File: config.mk
export PLATFORM = sky130hd
export DESIGN_NAME = kvte_eval
export DESIGN_NICKNAME = d
export VERILOG_FILES = /design/src/rtl/kvte_pkg.sv /design/src/rtl/kvte_eval.sv
export SDC_FILE = /design/constraint.sdc
export NUM_CORES = 1
export LEC_CHECK = 0
export ABC_AREA = 1
export ABC_CLOCK_PERIOD_IN_PS = 4200
export BUFFER_PORTS_ARGS = -buffer_cell sky130_fd_sc_hd__buf_2
export CAP_MARGIN = 20
export CORE_UTILIZATION = 30
export DETAILED_ROUTE_END_ITERATION = 10
export PLACE_DENSITY = 0.64
export SLEW_MARGIN = 10
export SYNTH_ARGS = -nofsm -noshare
export SYNTH_HDL_FRONTEND = slang
export SYNTH_SLANG_ARGS = --single-unit
File: constraint.sdc
create_clock -name vclk -period 4.2
set_input_delay 0.84 -clock vclk [all_inputs]
set_output_delay 0.84 -clock vclk [all_outputs]
set_load 0.01 [all_outputs]
File: src/rtl/kvte_pkg.sv
`timescale 1ns / 1ps
// ----------------------------------------------------------------------------
// kvte_pkg
// Shared types, codes and default sizes of the key/value table with expiry.
// ----------------------------------------------------------------------------
package kvte_pkg;

    localparam int TABLE_ENTRIES_DEF = 64;
    localparam int KEY_BITS_DEF      = 64;
    localparam int VALUE_BITS_DEF    = 64;

    localparam int OP_W     = 3;
    localparam int STATUS_W = 3;
    localparam int SECOND_W = 32;
    localparam int LIFE_W   = 24;
    localparam int LIVE_W   = 7;

    localparam logic [OP_W-1:0] OP_SET  = 3'd0;
    localparam logic [OP_W-1:0] OP_GET  = 3'd1;
    localparam logic [OP_W-1:0] OP_DEL  = 3'd2;
    localparam logic [OP_W-1:0] OP_TTL  = 3'd3;
    localparam logic [OP_W-1:0] OP_TICK = 3'd4;

    localparam logic [STATUS_W-1:0] ST_OK     = 3'd0;
    localparam logic [STATUS_W-1:0] ST_NIL    = 3'd1;
    localparam logic [STATUS_W-1:0] ST_VALUE  = 3'd2;
    localparam logic [STATUS_W-1:0] ST_REMAIN = 3'd3;
    localparam logic [STATUS_W-1:0] ST_NOEXP  = 3'd4;
    localparam logic [STATUS_W-1:0] ST_FULL   = 3'd5;

    typedef enum logic [3:0] {
        S_CLEAR = 4'b0001,
        S_IDLE  = 4'b0010,
        S_SCAN  = 4'b0100,
        S_ACT   = 4'b1000
    } state_t;

    typedef struct packed {
        logic              key_match;
        logic              exp_before_now;
        logic              exp_not_after_now;
        logic [LIFE_W-1:0] remaining;
    } eval_t;

endpackage

File: src/rtl/kvte_eval.sv
`timescale 1ns / 1ps
// ----------------------------------------------------------------------------
// kvte_eval
// Shared compare unit: key match and expiry subtract against the current second.
// ----------------------------------------------------------------------------
module kvte_eval #(
    parameter int KEY_BITS = 64
) (
    input  logic [KEY_BITS-1:0]          entry_key,
    input  logic [KEY_BITS-1:0]          item_key,
    input  logic [kvte_pkg::SECOND_W-1:0] expiry,
    input  logic [kvte_pkg::SECOND_W-1:0] now,
    output kvte_pkg::eval_t              result
);

    logic [kvte_pkg::SECOND_W:0] diff;

    assign diff = {1'b0, expiry} - {1'b0, now};

    always_comb
    begin
        result.key_match         = (entry_key == item_key);
        result.exp_before_now    = diff[kvte_pkg::SECOND_W];
        result.exp_not_after_now = diff[kvte_pkg::SECOND_W] || (diff == '0);
        if (diff[kvte_pkg::SECOND_W-1:kvte_pkg::LIFE_W] != '0)
        begin
            result.remaining = '1;
        end
        else
        begin
            result.remaining = diff[kvte_pkg::LIFE_W-1:0];
        end
    end

endmodule

Yosys cells after proc, flatten, opt, wreduce, memory -nomap -nowiden
Cells that the tools add are included.
{ "totals": {"ff_bits": 0, "memories": 0, "out_inout_bits": 27, "latchBits": 0, "rom_bits": 0, "elab_cells": 6, "ram_bits": 0, "inputBits": 192} }
{ "op_classes": {"reduce_logical": 3, "n_addsub": 1, "mul": 0, "n_shift": 0, "muxes": 1, "magnitude_cmp": 0, "n_bitwise": 0, "div": 0, "eq_ne": 1} }
{ "ops": {"columns": ["op", "count"], "rows": [
  ["equality test 64 bit", 1],
  ["logical NOT 33 bit", 1],
  ["subtractor 32 x 32 -> 33 bit", 1],
  ["two-way mux 24 bit", 1],
  ["nonzero test 8 bit", 1],
  ["logical OR 1 bit", 1]
]} }

Logic depth before layout (Yosys ltp)
{ "logic_depth": {"ltp_word": 3, "ltp_mapped": 18, "ltp_nobuf": 18} }

Worst setup path before layout
OpenSTA, ideal clock, no wires.
{ "synth_timing": {"path_kind": "input -> output", "start": "input expiry[0] in the netlist's numbering", "end": "output result[0] in the netlist's numbering", "path_stages": 16, "required_ns": 3.360, "arrival_time_ns": 2.676, "slack_ns": 0.684, "n_path_buf": 1, "cell_sequence": "inv_1 ha_1 fa_1 inv_1 nand3_1 nand3_1 nand3_1 nand3_1 nand2_1 nand3_1 nand2_1 nor2_1 nand2_1 nor2_4 buf_6 nand2_1"} }
{ "synth_lines": {"columns": ["element", "line_no", "source"], "rows": [
  ["start, declared", "kvte_eval.sv:11", "input logic [kvte_pkg::SECOND_W-1:0] expiry,"],
  ["end, declared", "kvte_eval.sv:13", "output kvte_pkg::eval_t result"]
]} }

==> flow_summary.json <==
{
  "outcome": "complete, no violations",
  "crit_type": "primary input to output pin",
  "antenna_left": 0,
  "power_density_nw_per_um2": 114,
  "syn-instance-count": 767,
  "ys_warn_count": 0,
  "yosysTopAreaCellShare_pct": 30.2,
  "synth_cell_types": 28,
  "startpoint_of_the_most_critical_hold_path": "now[0]",
  "finalInstanceArea_um2": 5050,
  "post-dp-hpwl_um": 12700,
  "fin_cells": 1154,
  "num_vias": 5042,
  "power.share.sequential_pct": 0,
  "total_switching_power_uw": 340,
  "post-place-ws_ps": 270,
  "first_global_vias": 4609,
  "place.gp.congestion": 0.889,
  "timing.critical_path.required_ps": 3360,
  "initial_antenna_violation_count": 2,
  "synthToLayoutAreaGrowth_pct": 34.4,
  "synth_simple_gate_area_share_pct": 53.2,
  "start_util_pct": 31.1,
  "internal-power_uw": 237,
  "vdd_drop_max_v": 0.0000428,
  "p_sw_share_pct": 58.9,
  "chipHeight_um": 114,
  "proportion_of_power_drawn_by_the_clock_network_pct": 0,
  "maximum_number_of_pins_on_one_net_before_global_route_repair": 18,
  "rsz0062_at_grt": "no",
  "fin_util_pct": 41.7,
  "post_synth.cell_area_avg_um2": 4.90,
  "crit_path_start_kind": "primary input",
  "worst_slew_pin_tran_ps": 352,
  "hp-class": "primary input to output pin",
  "setup_total_negative_slack_ps": 0,
  "slew_viol_final": 0,
  "synth.cells.most_frequent": "nand2_1, inv_1, nor2_1",
  "min_delay_path_depth": 4,
  "post_synth_xor_area_fraction_pct": 10.9,
  "dieWidth_um": 114,
  "combPwrFrac_pct": 100.0,
  "finalNetCount": 1212,
  "cp.arrival_ps": 3030,
  "area.sequential_um2": 0,
  "mappedNetlistArea_um2": 3760,
  "slew-limit-headroom_pct": 76.3,
  "worstSetupEndpointType": "output pin",
  "period_share_pct": 92.1,
  "post_synthesis_net_count": 992,
  "dpl_cell_area_um2": 5050,
  "finalHoldViolations": 0,
  "main_combinational_cell_family_by_area_after_synthesis": "simple AND/OR/NAND/NOR gates",
  "overall_fraction_of_global_route_tracks_in_use_pct": 20.4,
  "drt-pass1-iter-count": 5,
  "die_area_um2": 13000,
  "fin_ws_ps": 331,
  "drive_gt1_share_pct": 25.5,
  "final-setup-viol-count": 0,
  "detail_route.vias_per_cell": 4.37,
  "io_pins": 219,
  "p_leak_uw": 0.00321,
  "max_cap_violations": 0,
  "grt_overflow_total": 0,
  "first_pass_grt_wire_length_um": 21200,
  "nClkBuffers": 0,
  "synth-compound-area-share_pct": 4.89,
  "post-synth-top-area-cell": "nand2_1",
  "wl_per_cell_um": 11.8,
  "max_clock_freq_ghz": 0.258,
  "holdBufCountCts": 0,
  "numPlacedInstances": 1153,
  "hold_path_end": "result[0]",
  "finalWirelength_um": 13600,
  "biggest_area_contributors_in_the_synthesized_netlist": "nand2_1, inv_1, ha_1",
  "nFlopsAndLatches": 0,
  "coreArea_um2": 12100,
  "std_cell_rows": 40,
  "numPortBuffers": 219,
  "yosys.cell_count.top_type": "nand2_1",
  "post_synth_mux_area_share_pct": 0,
  "cp_max_fo": 17,
  "min_period_ps": 3870,
  "yosys.area_share.adder_pct": 11.2,
  "drc": 0,
  "drtIter0Drc": 215,
  "critical_path.startpoint": "expiry[0]",
  "synth_seq_area_share_pct": 0
}
## logic make-up after synthesis
group	after synthesis
XOR/XNOR	47
adder cells (fa/ha/maj)	33
buffers and inverters	192
AO/OA/AOI/OAI	29
AND/OR/NAND/NOR	466
## power by group through the flow
stage	sequential (µW)	combinational (µW)	clock, µW
floorplan	0	375	0
global placement	0	578	0
detailed placement	0	576	0
CTS	0	579	0
global route	0	656	0.0000320
finish	0	578	0.0000320
## cells in the final DEF, fill, tap and decap left out, types with 5 or more instances in the layout
cell type	netlist	routed
nand2_1	303	303
o2111ai_1	6	6
buf_2	0	219
nor2_2	6	6
a21oi_1	17	17
or2_2	10	10
nor2_1	51	51
nand3b_1	6	6
nor4_1	6	6
nand3_1	42	42
ha_1	32	32
nand2_2	8	8
xnor2_1	42	42
and2_1	5	5
inv_1	189	189
nand4_1	21	21
xor2_1	5	5
## layout make-up
class / instances / area, µm²
Fill cell: 1451 / 7060
Multi-Input combinational cell: 575 / 3020
Timing Repair Buffer: 221 / 1110
Inverter: 189 / 709
Tap cell: 168 / 210
Antenna cell: 1 / 2.50
## through the flow
step           hold slack, ps  total power (µW)
2_1_floorplan            1880               375
3_5_place_dp             2060               576
5_1_grt                  2100               656
6_report                 2060               578
4_1_cts                  2060               579
3_3_place_gp             2070               578
## worst max path at each step
stage	slack (ps)	endpoint
final	330	result[12]
after global routing	20	result[18]
after floorplan	680	result[0]
after detailed placement	270	result[8]
after CTS	260	result[8]
after global placement	300	result[8]
## worst max-delay path: stages
cell	delay, ps
buf_2	70
inv_1	30
ha_1	210
fa_1	400
inv_1	120
nand3_1	80
nand3_1	110
nand3_1	100
nand3_1	130
nand2_1	80
nand3_1	80
nand2_1	50
nor2_1	90
nand2_1	90
nor2_4	130
buf_6	180
nand2_1	70
buf_2	140
## metal layers
metal / GRT usage [%] / vias to the layer above / part of all wire (%)
li1: - / 2741 / -
met1: 24.0 / 2134 / 42
met2: 40.5 / 159 / 51
met3: 2.44 / 6 / 6.5
met4: 1.47 / 2 / 0.40
met5: 0 / - / 0.073
## what timing repair did
action	in CTS	in global routing
endpoints found under the setup margin	0	14
setup buffers	0	0
resized for setup	0	1
No activity file was read; power rests on OpenSTA's default activity.
